**config.mk**
```make
export PLATFORM = sky130hd
export DESIGN_NAME = voltammetry_waveform_sequencer
export DESIGN_NICKNAME = d
export VERILOG_FILES = /design/src/hw/rtl/vws_pkg.sv /design/src/hw/rtl/voltammetry_waveform_sequencer.sv /design/src/hw/rtl/vws_seq.sv /design/src/hw/rtl/vws_dac.sv /design/src/hw/rtl/vws_queue.sv
export SDC_FILE = /design/constraint.sdc
export NUM_CORES = 2
export LEC_CHECK = 0
export BUFFER_PORTS_ARGS = -buffer_cell sky130_fd_sc_hd__clkbuf_2
export CORE_UTILIZATION = 65
export CTS_BUF_LIST = sky130_fd_sc_hd__clkbuf_4 sky130_fd_sc_hd__clkbuf_8 sky130_fd_sc_hd__clkbuf_16
export DETAILED_ROUTE_END_ITERATION = 8
export PLACE_DENSITY_LB_ADDON = 0.1
export SETUP_SLACK_MARGIN = 0.05
export SYNTH_ARGS = -nofsm -noshare
export SYNTH_HDL_FRONTEND = slang
export SYNTH_SLANG_ARGS = --single-unit
```
**constraint.sdc**
```tcl
create_clock -name clock -period 12.79 [get_ports clock]
set_clock_uncertainty 0.05 [all_clocks]
set_input_delay 0.6395 -clock clock [delete_from_list [all_inputs] [get_ports clock]]
set_output_delay 0.6395 -clock clock [all_outputs]
set_load 0.005 [all_outputs]
```
**src/hw/rtl/vws_pkg.sv**
```systemverilog
// Shared types and constants for the voltammetry waveform sequencer.
// No dependencies; imported by every module of the block.
`default_nettype none

package vws_pkg;

   localparam int DAC_BITS_DEFAULT = 12;

   // Field widths
   localparam int LEVEL_W   = 14;
   localparam int MV_W      = 12;
   localparam int STEP_W    = 10;
   localparam int CYCLE_W   = 8;

   // Control register port
   localparam int CSR_INDEX_W = 3;
   localparam int CSR_DATA_W  = 12;

   localparam logic [CSR_INDEX_W-1:0] CSR_SWEEP_MODE  = 3'd0;
   localparam logic [CSR_INDEX_W-1:0] CSR_START_LEVEL = 3'd1;
   localparam logic [CSR_INDEX_W-1:0] CSR_END_LEVEL   = 3'd2;
   localparam logic [CSR_INDEX_W-1:0] CSR_VERTEX_A    = 3'd3;
   localparam logic [CSR_INDEX_W-1:0] CSR_VERTEX_B    = 3'd4;
   localparam logic [CSR_INDEX_W-1:0] CSR_STEP        = 3'd5;
   localparam logic [CSR_INDEX_W-1:0] CSR_PULSE       = 3'd6;
   localparam logic [CSR_INDEX_W-1:0] CSR_CYCLE_COUNT = 3'd7;

   // Sweep modes; the unused code runs as a linear sweep
   localparam logic [1:0] MODE_LINEAR = 2'd0;
   localparam logic [1:0] MODE_CYCLIC = 2'd1;
   localparam logic [1:0] MODE_SQUARE = 2'd2;

   // Output word queue
   localparam int QUEUE_DEPTH = 8;
   localparam int QUEUE_PTR_W = $clog2(QUEUE_DEPTH);
   localparam int QUEUE_CNT_W = $clog2(QUEUE_DEPTH + 1);

   typedef logic signed [LEVEL_W-1:0] vws_level_type;

   typedef struct packed {
      logic [1:0]               mode;
      logic signed [MV_W-1:0]   start_mv;
      logic signed [MV_W-1:0]   end_mv;
      logic signed [MV_W-1:0]   vertex_a_mv;
      logic signed [MV_W-1:0]   vertex_b_mv;
      logic [STEP_W-1:0]        step_mv;
      logic [STEP_W-1:0]        pulse_mv;
      logic [CYCLE_W-1:0]       cycles;
   } vws_cfg_type;

   // Words produced by one item: count 0..2, done marks the end-of-run word
   typedef struct packed {
      logic [1:0] count;
      logic       done;
   } vws_ctl_type;

   typedef struct packed {
      vws_ctl_type   ctl;
      vws_level_type level_a;
      vws_level_type level_b;
   } vws_pair_type;

endpackage

`default_nettype wire

```
**src/hw/rtl/voltammetry_waveform_sequencer.sv**
```systemverilog
// Top level of the voltammetry waveform sequencer: control registers, credit, wiring.
// Depends on vws_pkg, vws_seq, vws_dac and vws_queue.
//
//   channel  | ports                              | role
//   ---------+------------------------------------+----------------------------------
//   req      | req_valid req_stall req_start_req  | start a run, or one step elapsed
//   rsp      | rsp_valid rsp_stall rsp_level_mv   | applied level, DAC code, end of
//            | rsp_dac_code rsp_run_done rsp_last | run, last word of the request
//   csr      | csr_write_en csr_index             | control register writes
//            | csr_write_data                     |
//
// A request can be taken every cycle while req_stall is low. Its first word passes the
// sequencer register, then two DAC stages and the queue write, before it is visible. A
// square-wave step yields two words, so a stream of those is bounded by the single word
// per cycle the rsp side drains while rsp_stall is low. Synchronous reset clears run state
// and the queue. req_stall rises when the queue fill plus words still in flight leaves
// fewer than two free slots; rsp_stall only holds the queue head in place.
`default_nettype none

module voltammetry_waveform_sequencer #(
   parameter int DAC_BITS = vws_pkg::DAC_BITS_DEFAULT
) (
   input  logic                                  clock,
   input  logic                                  reset,
   // request channel
   input  logic                                  req_valid,
   output logic                                  req_stall,
   input  logic                                  req_start_req,
   // response channel
   output logic                                  rsp_valid,
   input  logic                                  rsp_stall,
   output logic signed [vws_pkg::LEVEL_W-1:0]    rsp_level_mv,
   output logic [DAC_BITS-1:0]                   rsp_dac_code,
   output logic                                  rsp_run_done,
   output logic                                  rsp_last,
   // control registers
   input  logic                                  csr_write_en,
   input  logic [vws_pkg::CSR_INDEX_W-1:0]       csr_index,
   input  logic [vws_pkg::CSR_DATA_W-1:0]        csr_write_data
);
   import vws_pkg::*;

   localparam int SUM_W = QUEUE_CNT_W + 1;
   localparam logic [SUM_W-1:0] CREDIT_LIMIT = SUM_W'(QUEUE_DEPTH - 2);

   // Register values after reset: linear sweep, 1 mV step, one cycle
   localparam vws_cfg_type CFG_RESET = '{
      mode:        MODE_LINEAR,
      start_mv:    '0,
      end_mv:      '0,
      vertex_a_mv: '0,
      vertex_b_mv: '0,
      step_mv:     STEP_W'(1),
      pulse_mv:    '0,
      cycles:      CYCLE_W'(1)
   };

   vws_cfg_type cfg_ff, cfg_in;

   logic                     take;
   vws_pair_type             pair;
   vws_ctl_type              dac_ctl;
   vws_level_type [1:0]      dac_level;
   logic [1:0][DAC_BITS-1:0] dac_code;
   logic [2:0]               dac_pending;
   logic [QUEUE_CNT_W-1:0]   fill;
   logic [SUM_W-1:0]         committed;
   logic                     pop;

   // Control registers; levels and mode are read live by the sequencer
   always_comb begin
      cfg_in = cfg_ff;
      if (csr_write_en) begin
         case (csr_index)
            CSR_SWEEP_MODE:  cfg_in.mode        = csr_write_data[1:0];
            CSR_START_LEVEL: cfg_in.start_mv    = csr_write_data[MV_W-1:0];
            CSR_END_LEVEL:   cfg_in.end_mv      = csr_write_data[MV_W-1:0];
            CSR_VERTEX_A:    cfg_in.vertex_a_mv = csr_write_data[MV_W-1:0];
            CSR_VERTEX_B:    cfg_in.vertex_b_mv = csr_write_data[MV_W-1:0];
            CSR_STEP:        cfg_in.step_mv     = csr_write_data[STEP_W-1:0];
            CSR_PULSE:       cfg_in.pulse_mv    = csr_write_data[STEP_W-1:0];
            CSR_CYCLE_COUNT: cfg_in.cycles      = csr_write_data[CYCLE_W-1:0];
            default:         cfg_in = cfg_ff;
         endcase
      end
   end

   always_ff @(posedge clock) begin
      if (reset) begin
         cfg_ff <= CFG_RESET;
      end else begin
         cfg_ff <= cfg_in;
      end
   end

   // Credit: every word already committed (queued or in flight) holds a slot
   assign committed = SUM_W'(fill) + SUM_W'(pair.ctl.count) + SUM_W'(dac_pending);
   assign req_stall = committed > CREDIT_LIMIT;
   assign take      = req_valid && !req_stall;
   assign pop       = rsp_valid && !rsp_stall;

   vws_seq u_seq (
      .clock     (clock),
      .reset     (reset),
      .take      (take),
      .start_req (req_start_req),
      .cfg       (cfg_ff),
      .pair_out  (pair)
   );

   vws_dac #(.DAC_BITS(DAC_BITS)) u_dac (
      .clock     (clock),
      .reset     (reset),
      .pair_in   (pair),
      .ctl_out   (dac_ctl),
      .level_out (dac_level),
      .code_out  (dac_code),
      .pending   (dac_pending)
   );

   vws_queue #(.DAC_BITS(DAC_BITS)) u_queue (
      .clock      (clock),
      .reset      (reset),
      .wr_ctl     (dac_ctl),
      .wr_level   (dac_level),
      .wr_code    (dac_code),
      .pop        (pop),
      .head_valid (rsp_valid),
      .head_level (rsp_level_mv),
      .head_code  (rsp_dac_code),
      .head_done  (rsp_run_done),
      .head_last  (rsp_last),
      .fill       (fill)
   );

endmodule

`default_nettype wire

```
**src/hw/rtl/vws_seq.sv**
```systemverilog
// Run sequencer: holds the sweep state and turns one request into up to two levels.
// Depends on vws_pkg.
`default_nettype none

module vws_seq (
   input  logic                 clock,
   input  logic                 reset,
   input  logic                 take,
   input  logic                 start_req,
   input  vws_pkg::vws_cfg_type cfg,
   output vws_pkg::vws_pair_type pair_out
);
   import vws_pkg::*;

   localparam logic [1:0] LEG_A   = 2'd0;
   localparam logic [1:0] LEG_B   = 2'd1;
   localparam logic [1:0] LEG_END = 2'd2;

   logic                active_ff, active_in;
   logic [1:0]          leg_ff, leg_in;
   vws_level_type       level_ff, level_in;
   logic                up_ff, up_in;
   logic [CYCLE_W-1:0]  cycles_ff, cycles_in;
   vws_pair_type        pair_ff, pair_in;

   vws_level_type st_lvl, end_lvl, va_lvl, vb_lvl;
   vws_level_type step_lvl, pulse_lvl, jump_lvl, fwd_lvl, ret_lvl, target_cur;
   logic [STEP_W:0] jump_sum;
   logic dir_a, dir_b, dir_end;
   logic go_a, go_b, go_end, go_cur, go_end_cur;
   logic [CYCLE_W-1:0] cycles_wrap;
   logic wrap_end;
   logic cy_finish, cy_up;
   logic [1:0] cy_leg;
   logic [CYCLE_W-1:0] cy_cycles;
   logic emit_step, emit_up;

   function automatic logic going(input vws_level_type lvl, input vws_level_type tgt,
                                  input logic up);
      going = up ? (lvl < tgt) : (lvl > tgt);
   endfunction

   assign st_lvl    = LEVEL_W'(cfg.start_mv);
   assign end_lvl   = LEVEL_W'(cfg.end_mv);
   assign va_lvl    = LEVEL_W'(cfg.vertex_a_mv);
   assign vb_lvl    = LEVEL_W'(cfg.vertex_b_mv);
   assign step_lvl  = $signed({{(LEVEL_W-STEP_W){1'b0}}, cfg.step_mv});
   assign pulse_lvl = $signed({{(LEVEL_W-STEP_W){1'b0}}, cfg.pulse_mv});
   assign jump_sum  = {1'b0, cfg.pulse_mv} + {1'b0, cfg.step_mv};
   assign jump_lvl  = $signed({{(LEVEL_W-STEP_W-1){1'b0}}, jump_sum});

   // Square wave: forward pulse, then back by the pulse height
   assign fwd_lvl = up_ff ? (level_ff + jump_lvl) : (level_ff - jump_lvl);
   assign ret_lvl = up_ff ? (fwd_lvl - pulse_lvl) : (fwd_lvl + pulse_lvl);

   // Leg directions as set on entry to each leg
   assign dir_a   = va_lvl > end_lvl;
   assign dir_b   = vb_lvl > va_lvl;
   assign dir_end = end_lvl > vb_lvl;
   assign go_a    = going(level_ff, va_lvl, dir_a);
   assign go_b    = going(level_ff, vb_lvl, dir_b);
   assign go_end  = going(level_ff, end_lvl, dir_end);
   assign go_end_cur = going(level_ff, end_lvl, up_ff);

   always_comb begin
      case (leg_ff)
         LEG_A:   target_cur = va_lvl;
         LEG_B:   target_cur = vb_lvl;
         default: target_cur = end_lvl;
      endcase
   end
   assign go_cur = going(level_ff, target_cur, up_ff);

   assign cycles_wrap = cycles_ff + CYCLE_W'(1);
   assign wrap_end    = (cycles_wrap == '0) || (cycles_wrap >= cfg.cycles);

   // Cyclic: finish the current leg's remainder, then later legs, then one wrap.
   // If a whole cycle after the wrap is empty, every later cycle is too.
   always_comb begin
      cy_finish = 1'b0;
      cy_leg    = leg_ff;
      cy_up     = up_ff;
      cy_cycles = cycles_ff;
      if (cycles_ff >= cfg.cycles) begin
         cy_finish = 1'b1;
      end else if (go_cur) begin
         cy_leg = leg_ff;
      end else if (leg_ff == LEG_A && go_b) begin
         cy_leg = LEG_B;
         cy_up  = dir_b;
      end else if ((leg_ff inside {LEG_A, LEG_B}) && go_end) begin
         cy_leg = LEG_END;
         cy_up  = dir_end;
      end else if (wrap_end) begin
         cy_finish = 1'b1;
      end else begin
         cy_cycles = cycles_wrap;
         if (go_a) begin
            cy_leg = LEG_A;
            cy_up  = dir_a;
         end else if (go_b) begin
            cy_leg = LEG_B;
            cy_up  = dir_b;
         end else if (go_end) begin
            cy_leg = LEG_END;
            cy_up  = dir_end;
         end else begin
            cy_finish = 1'b1;
         end
      end
   end

   always_comb begin
      active_in = active_ff;
      leg_in    = leg_ff;
      level_in  = level_ff;
      up_in     = up_ff;
      cycles_in = cycles_ff;
      pair_in   = '0;
      emit_step = 1'b0;
      emit_up   = up_ff;
      if (take) begin
         if (start_req) begin
            active_in = 1'b1;
            leg_in    = LEG_A;
            level_in  = st_lvl;
            cycles_in = '0;
            up_in     = (cfg.mode == MODE_CYCLIC) ? (va_lvl > st_lvl) : (end_lvl > st_lvl);
            if (cfg.mode == MODE_SQUARE) begin
               pair_in.ctl.count = 2'd1;
               pair_in.level_a   = st_lvl;
            end
         end else if (active_ff) begin
            case (cfg.mode)
               MODE_SQUARE: begin
                  if (!go_end_cur) begin
                     active_in         = 1'b0;
                     pair_in.ctl.count = 2'd1;
                     pair_in.ctl.done  = 1'b1;
                  end else begin
                     pair_in.ctl.count = 2'd2;
                     pair_in.level_a   = fwd_lvl;
                     pair_in.level_b   = ret_lvl;
                     level_in          = ret_lvl;
                  end
               end
               MODE_CYCLIC: begin
                  if (cy_finish) begin
                     active_in         = 1'b0;
                     pair_in.ctl.count = 2'd1;
                     pair_in.ctl.done  = 1'b1;
                  end else begin
                     emit_step = 1'b1;
                     emit_up   = cy_up;
                     leg_in    = cy_leg;
                     up_in     = cy_up;
                     cycles_in = cy_cycles;
                  end
               end
               default: begin
                  if (!go_end_cur) begin
                     active_in         = 1'b0;
                     pair_in.ctl.count = 2'd1;
                     pair_in.ctl.done  = 1'b1;
                  end else begin
                     emit_step = 1'b1;
                  end
               end
            endcase
            if (emit_step) begin
               pair_in.ctl.count = 2'd1;
               pair_in.level_a   = level_ff;
               level_in = emit_up ? (level_ff + step_lvl) : (level_ff - step_lvl);
            end
         end
      end
   end

   always_ff @(posedge clock) begin
      if (reset) begin
         active_ff <= 1'b0;
         leg_ff    <= LEG_A;
         level_ff  <= '0;
         up_ff     <= 1'b0;
         cycles_ff <= '0;
         pair_ff   <= '0;
      end else begin
         active_ff <= active_in;
         leg_ff    <= leg_in;
         level_ff  <= level_in;
         up_ff     <= up_in;
         cycles_ff <= cycles_in;
         pair_ff   <= pair_in;
      end
   end

   assign pair_out = pair_ff;

endmodule

`default_nettype wire

```
**src/hw/rtl/vws_dac.sv**
```systemverilog
// Two-lane DAC code pipeline: level in mV to clamped DAC code, two stages.
// Depends on vws_pkg.
`default_nettype none

module vws_dac #(
   parameter int DAC_BITS = vws_pkg::DAC_BITS_DEFAULT
) (
   input  logic                                  clock,
   input  logic                                  reset,
   input  vws_pkg::vws_pair_type                 pair_in,
   output vws_pkg::vws_ctl_type                  ctl_out,
   output vws_pkg::vws_level_type [1:0]          level_out,
   output logic [1:0][DAC_BITS-1:0]              code_out,
   output logic [2:0]                            pending
);
   import vws_pkg::*;

   // code = floor((mv*100 + 56199) * SCALE / 33000), 33000 = 8 * 4125
   localparam int MV_GAIN   = 100;
   localparam int MV_OFFSET = 56199;
   localparam int DIV_SHIFT = 3;
   localparam int DIV_ODD   = 4125;
   localparam int DIV_TOTAL = DIV_ODD << DIV_SHIFT;

   localparam int FULL    = (1 << DAC_BITS) - 1;
   localparam int SCALE   = FULL / 5;
   localparam int M_W     = LEVEL_W + 7;
   localparam int MAG_W   = M_W - 1;
   localparam int PROD_W  = MAG_W + DAC_BITS;
   localparam int Y_W     = DAC_BITS + 13;
   localparam int SHIFT   = Y_W + 13;
   localparam int K_W     = DAC_BITS + 14;
   localparam int QP_W    = Y_W + K_W;

   localparam longint RECIP_L = ((longint'(1) << SHIFT) + DIV_ODD - 1) / DIV_ODD;
   localparam longint MLIM_L  =
      (((longint'(1) << DAC_BITS) * DIV_TOTAL) + SCALE - 1) / SCALE;

   localparam logic [K_W-1:0]      RECIP   = K_W'(RECIP_L);
   localparam logic [MAG_W-1:0]    M_LIM   = MAG_W'(MLIM_L);
   localparam logic [PROD_W-1:0]   SCALE_C = PROD_W'(SCALE);
   localparam logic [DAC_BITS-1:0] FULL_C  = DAC_BITS'(FULL);

   vws_ctl_type ctl1_ff, ctl2_ff;
   vws_level_type [1:0] level1_ff, level2_ff;
   logic [1:0][PROD_W-1:0]   prod1_ff;
   logic [1:0]               sat1_ff, zero1_ff, sat2_ff, zero2_ff;
   logic [1:0][DAC_BITS-1:0] q2_ff;

   logic [1:0][PROD_W-1:0]   prod1_in;
   logic [1:0]               sat1_in, zero1_in;
   logic [1:0][DAC_BITS-1:0] q2_in;

   for (genvar g = 0; g < 2; g++) begin : g_lane
      logic signed [M_W-1:0] mv_ext, scaled;
      logic [MAG_W-1:0]      mag;
      logic [Y_W-1:0]        y;
      logic [QP_W-1:0]       qp;

      assign mv_ext = M_W'((g == 0) ? pair_in.level_a : pair_in.level_b);
      assign scaled = mv_ext * $signed(M_W'(MV_GAIN)) + $signed(M_W'(MV_OFFSET));
      assign mag    = scaled[MAG_W-1:0];
      assign prod1_in[g] = PROD_W'(mag) * SCALE_C;
      // Beyond this limit the code clamps to full scale
      assign sat1_in[g]  = !scaled[M_W-1] && (mag >= M_LIM);
      assign zero1_in[g] = scaled[M_W-1] || ((g == 0) && pair_in.ctl.done);

      // Exact floor(y / 4125) by reciprocal for y below 2^Y_W
      assign y  = prod1_ff[g][DIV_SHIFT +: Y_W];
      assign qp = QP_W'(y) * QP_W'(RECIP);
      assign q2_in[g] = qp[SHIFT +: DAC_BITS];

      assign code_out[g] = zero2_ff[g] ? '0 : (sat2_ff[g] ? FULL_C : q2_ff[g]);
   end

   always_ff @(posedge clock) begin
      if (reset) begin
         ctl1_ff <= '0;
         ctl2_ff <= '0;
      end else begin
         ctl1_ff <= pair_in.ctl;
         ctl2_ff <= ctl1_ff;
      end
   end

   always_ff @(posedge clock) begin
      level1_ff <= {pair_in.level_b, pair_in.level_a};
      prod1_ff  <= prod1_in;
      sat1_ff   <= sat1_in;
      zero1_ff  <= zero1_in;
      level2_ff <= level1_ff;
      q2_ff     <= q2_in;
      sat2_ff   <= sat1_ff;
      zero2_ff  <= zero1_ff;
   end

   assign ctl_out   = ctl2_ff;
   assign level_out = level2_ff;
   assign pending   = {1'b0, ctl1_ff.count} + {1'b0, ctl2_ff.count};

endmodule

`default_nettype wire

```
**src/hw/rtl/vws_queue.sv**
```systemverilog
// Output word queue: takes up to two words a cycle, hands out one.
// Depends on vws_pkg.
`default_nettype none

module vws_queue #(
   parameter int DAC_BITS = vws_pkg::DAC_BITS_DEFAULT
) (
   input  logic                                clock,
   input  logic                                reset,
   input  vws_pkg::vws_ctl_type                wr_ctl,
   input  vws_pkg::vws_level_type [1:0]        wr_level,
   input  logic [1:0][DAC_BITS-1:0]            wr_code,
   input  logic                                pop,
   output logic                                head_valid,
   output vws_pkg::vws_level_type              head_level,
   output logic [DAC_BITS-1:0]                 head_code,
   output logic                                head_done,
   output logic                                head_last,
   output logic [vws_pkg::QUEUE_CNT_W-1:0]     fill
);
   import vws_pkg::*;

   vws_level_type       level_mem [QUEUE_DEPTH];
   logic [DAC_BITS-1:0] code_mem  [QUEUE_DEPTH];
   logic                done_mem  [QUEUE_DEPTH];
   logic                last_mem  [QUEUE_DEPTH];

   logic [QUEUE_PTR_W-1:0] rd_ptr_ff, rd_ptr_in, wr_ptr_ff, wr_ptr_in, wr_ptr_b;
   logic [QUEUE_CNT_W-1:0] fill_ff, fill_in;

   function automatic logic [QUEUE_PTR_W-1:0] ptr_next(input logic [QUEUE_PTR_W-1:0] p);
      ptr_next = (p == QUEUE_PTR_W'(QUEUE_DEPTH - 1)) ? '0 : (p + QUEUE_PTR_W'(1));
   endfunction

   assign wr_ptr_b = ptr_next(wr_ptr_ff);

   always_comb begin
      case (wr_ctl.count)
         2'd1:    wr_ptr_in = wr_ptr_b;
         2'd2:    wr_ptr_in = ptr_next(wr_ptr_b);
         default: wr_ptr_in = wr_ptr_ff;
      endcase
      rd_ptr_in = pop ? ptr_next(rd_ptr_ff) : rd_ptr_ff;
      fill_in   = fill_ff + QUEUE_CNT_W'(wr_ctl.count) - QUEUE_CNT_W'(pop);
   end

   always_ff @(posedge clock) begin
      if (reset) begin
         rd_ptr_ff <= '0;
         wr_ptr_ff <= '0;
         fill_ff   <= '0;
      end else begin
         rd_ptr_ff <= rd_ptr_in;
         wr_ptr_ff <= wr_ptr_in;
         fill_ff   <= fill_in;
      end
   end

   always_ff @(posedge clock) begin
      if (wr_ctl.count != 2'd0) begin
         level_mem[wr_ptr_ff] <= wr_level[0];
         code_mem[wr_ptr_ff]  <= wr_code[0];
         done_mem[wr_ptr_ff]  <= wr_ctl.done;
         last_mem[wr_ptr_ff]  <= (wr_ctl.count == 2'd1);
      end
      if (wr_ctl.count == 2'd2) begin
         level_mem[wr_ptr_b] <= wr_level[1];
         code_mem[wr_ptr_b]  <= wr_code[1];
         done_mem[wr_ptr_b]  <= 1'b0;
         last_mem[wr_ptr_b]  <= 1'b1;
      end
   end

   assign head_valid = (fill_ff != '0);
   assign head_level = level_mem[rd_ptr_ff];
   assign head_code  = code_mem[rd_ptr_ff];
   assign head_done  = done_mem[rd_ptr_ff];
   assign head_last  = last_mem[rd_ptr_ff];
   assign fill       = fill_ff;

endmodule

`default_nettype wire

```
# Yosys cells after proc, flatten, opt, wreduce, memory -nomap -nowiden
# Memory sizes are Yosys's and may differ from the RTL's. A register that Yosys moved wholly into a read port is not among the register bits.
# Index checks and enable logic that the tools add are counted.
# word_totals
register_bits,295
ramBits,224
in_bits,21
out_inout_bits,30
wordCells,248
mem_count,4
# mem_list
name,words,width,read_ports,rd_ports_with_merged_regs,write_ports,line_no,text
u_queue.level_mem,8,14,1,1,2,vws_queue.sv:23,vws_level_type level_mem [QUEUE_DEPTH];
u_queue.code_mem,8,12,1,1,2,vws_queue.sv:24,logic [DAC_BITS-1:0] code_mem [QUEUE_DEPTH];
u_queue.done_mem,8,1,1,1,2,vws_queue.sv:25,logic done_mem [QUEUE_DEPTH];
u_queue.last_mem,8,1,1,1,2,vws_queue.sv:26,logic last_mem [QUEUE_DEPTH];
# classes
add_sub_neg,18
multipliers,6
n_lt_le_gt_ge,18
eq_ne,22
muxes,101
bitwise,4
n_reduce_logical,39
# ops
cell,count
$mux 14,11
$mul 25x26->50 const B,2
$mux 8,9
$gt 12x12->1,5
$mul 20x10->28 const B,2
$mux 28,2
$mux 12,4
$add 21x17->21 const B,2
$gt 14x12->1,3
$lt 14x12->1,3
$mux 1,42
$ge 20x18->1 const B,2
$mul 14x6->19 const B,2
$mux 2,17
$mux 3,11
$mux 31,1
$add 14x11->14,2
$pmux 14 s2,1
$sub 14x11->14,2
$eq 3x3->1 const B,7
$reduce_and 2->1,9
$ge 8x8->1,2
$add 14x12->14,1
$gt 14x14->1,1
36 further kinds,65

# Logic depth before layout (Yosys ltp)
# logic_depth
word_depth,19
mapped_depth,34
mapped_depth_nobuf,33

# Hierarchy
# From an unflattened synthesis, not the netlist that was laid out.
# hier_totals
hier_cells,5653
area_unflattened_um2,57984.4
# modules_own_cells
module,n_inst,cells_each,area_per_inst_um2,seq_area_each_um2
vws_dac,1,3412,34127.7,2882.8
vws_queue,1,699,11896.4,6826.5
vws_seq,1,1164,8924.8,1141.1
voltammetry_waveform_sequencer,1,378,3035.4,1561.5

# Least setup slack after synthesis
# Ideal clock, no wire load.
# synth_path
path_kind,reg2reg
start,reg u_seq.pair_ff (netlist bit u_seq.pair_out[14])
end,reg u_dac.prod1_ff (netlist bit u_dac.g_lane[0].y[24])
setup_ns,0.121
t_arrival_ns,7.638
t_required_ns,12.619
setup_slack_ns,4.981
path_stages_with_launch,34
path_buffers,1
period_less_slack_ns,7.809
cell_sequence,dfxtp_1 buf_2 inv_1 ha_1 ha_1 ha_1 ha_1 fa_1 a21o_1 a21oi_1 o21bai_1 a21oi_1 o21bai_1 a21oi_1 xnor2_1 or3_1 nand2_1 ha_1 inv_1 fa_1 fa_1 inv_1 fa_1 inv_1 fa_1 inv_1 ha_1 nand3_1 nand2_1 a41o_1 o41a_1 a211oi_1 a21oi_1 xnor2_1
# synth_rtl
item,line_no,text
from (decl),vws_seq.sv:24,"vws_pair_type pair_ff, pair_in;"
from (signal assigned),vws_seq.sv:193,pair_ff <= pair_in;
to (signal assigned),vws_dac.sv:88,prod1_ff <= prod1_in;
to (decl),vws_dac.sv:46,logic [1:0][PROD_W-1:0] prod1_ff;

==> results.cfg <==
[place]
detailed_place_hpwl_um = 111000
pre_cts_slack_ps = 4030
gp_congestion = 0.980
numPortBuffers = 50
place_area_um2 = 58400

[sta]
setup_ws_ps = 3980
fmax_mhz = 113
report.final.setup_viol = 0
slew_headroom_pct = 19.6
min_period_ps = 8810
slew_violations = 0
fin_tns_setup_ps = 0
tightest_slew_ps = 1200
post-route-period-util_pct = 68.9
rsz0062_at_grt = no
final-hold-violation-count = 0

[critical_path]
path_class = flip-flop to flip-flop
cp_common_cell = ha_1
worst-path-max-fanout = 15
start_kind = flip-flop
cp_slowest_cell = dfxtp_1
path_depth = 29
worstPathRequired_ps = 13240
critPathCaptureType = flip-flop
cpLargestDelayFamily = adder cells
worstRegToRegCells = 29
max_stage_delay_ps = 630
path_buf_inv = 5
critPathArrivalTime_ps = 9260

[global_route]
grtUsageMet1_pct = 43.7
gr-usage-all-layers_pct = 31.6
grtUsageMet3_pct = 3.80
antenna_found_initial = 5
globalRouteMet2Util_pct = 52.8
grt_busiest_layer = met2
grt_pass1_wl_um = 221000
grt_max_degree = 79
grt_pass1_vias = 41006
grt-ovfl-total = 0

[yosys]
yosysWarnings = 0
yosysTopAreaCell = ha_1
syn_area_um2 = 56900
ys_top_cells_by_count = inv_1 (1176), ha_1 (988), fa_1 (612)
yosysSeqAreaShare_pct = 21.8
synth-seq-cells = 516
postSynthAreaPerCell_um2 = 9.97
ys_async_sr_fraction_pct = 0
synth_cell_type_count = 87
synth_nets = 7331
synth_edf_count = 208
synth.area.top_cells = ha_1 (22%), fa_1 (22%), edfxtp_1 (11%)
ys.flop_type = dfxtp_1
yosysMostFrequentCell = inv_1
synth_top_area_share_pct = 21.7
syn_inst = 5710

[cts]
cts_resized = 0
clkLatencyLatePin_ps = 630
ctsHtreeMaxLevel = 2
ctsHoldBuffers = 0
cts.reportedPaths.clkPinSlew_ps = 70
postCtsSetupRepairBufs = 0
cts_tree = done
cts_root_buffer = clkbuf_16
cts_buffers = 54
clk_path_buf_depth = 3
cts.sinks = 516

[layout]
final_area_um2 = 60300
area_delta_synth_final_pct = 5.83
final_core_util_pct = 69.5
nNetsFinal = 7348
drive_gt1_share_pct = 7.86
n_fill_cell = 6833

[worst_hold_path]
holdPathStages = 3
hold_class = primary input to flip-flop

[detailed_routing]
drtIter0Drc = 2914
postRouteAntennaNets = 0
wl_per_cell_um = 19.8
drc_errors = 0
vias = 39483
firstDrtPassIters = 6
routed_wl_um = 138000
avgViaCountPerCell = 5.70

[floorplanning]
start_util_pct = 65.6
die_area_um2 = 88800
core_um2 = 86800
placementRows = 108
dieHeight_um = 298
die_width_um = 298
num_io_pins = 51

[job]
maxCapViolations = 0

[outcome]
outcome = complete, no violations
-- metrics by stage --
| stage | instances | hold slack (ps) |
|---|---|---|
| global route | 6928 | 266 |
| global placement | 6826 | 260 |
| floorplan | 5710 | 260 |
| finish | 6929 | 260 |
| CTS | 6928 | 239 |
| detailed placement | 6826 | 262 |
-- worst reg2reg max path: cells and delay by family (launching register included) --
kind / cells / cell delay [ps]
adders and majority gates: 11 / 4510
DFF: 1 / 630
xor gates and xnor gates: 3 / 800
and+or+nand+nor: 3 / 550
AOI/OAI and AO/OA: 7 / 1760
buffers and inverters: 5 / 410
-- placed cells by master, fill, tap and decap left out, types with 54 or more instances in the layout --
cell and n:
mux4_2 56, inv_1 1178, mux2_2 145, edfxtp_1 208, xnor2_1 146, ha_1 988
clkbuf_16 54, o21ai_0 201, xor2_1 84, a21o_1 70, fa_1 612, a21oi_1 258
dfxtp_1 306, nor2_1 260, nand2_1 421, nand3_1 70
-- registers in the layout, indices dropped and copies added, names as in the netlist, 14 cells and up, named ones only --
register	flops
u_queue.level_mem	112
u_queue.code_mem	96
cfg_ff	78
u_dac.g_lane.y	50
u_seq.pair_out	31
u_dac.level1_ff	28
u_dac.level_out	28
u_dac.q2_ff	24
u_seq.level_ff	14
-- metal layers --
| layer | vias to the layer above | wire length, um | share of wire, % |
|---|---|---|---|
| met2 | 1122 | 65200 | 47 |
| met5 | - | 13 | 0.0095 |
| met4 | 2 | 3750 | 2.7 |
| met3 | 220 | 8510 | 6.2 |
| li1 | 18891 | - | - |
| met1 | 19248 | 60000 | 44 |
-- path summary, 6_finish.rpt --
| path | startpoint | endpoint | slack [ps] |
|---|---|---|---|
| setup / recovery | u_seq.pair_out[14] | u_dac.g_lane[0].y[24] | 3980 |
| hold / removal | csr_write_data[10] | cfg_ff[62] | 260 |
| setup reg to reg | u_seq.pair_out[14] | u_dac.g_lane[0].y[24] | 3980 |
| hold reg to reg | u_dac.level1_ff[8] | u_dac.level_out[8] | 270 |
-- cells by family after synthesis --
logic type | synth area share (%)
multiplexers | 5.75
flip-flops | 21.8
AND/OR/NAND/NOR | 8.32
adder cells (fa/ha/maj) | 43.2
AO/OA/AOI/OAI | 8.79
buffers and inverters | 8.54
XOR/XNOR | 3.58
-- area by class of cell --
cell class / instances / area [um2] / share of cell area (%)
Antenna cell: 1 / 2.50 / 0.00415
Clock buffer: 75 / 1560 / 2.59
Clock inverter: 27 / 272 / 0.451
Inverter: 1176 / 4410 / 7.32
Multi-Input combinational cell: 3905 / 39700 / 65.9
Sequential cell: 516 / 12400 / 20.6
Tap cell: 1155 / 1450 / 2.40
Timing Repair Buffer: 74 / 433 / 0.718
Power is not shown: default switching activity piles up to over one toggle a cycle in this logic, so the estimate is an artifact.
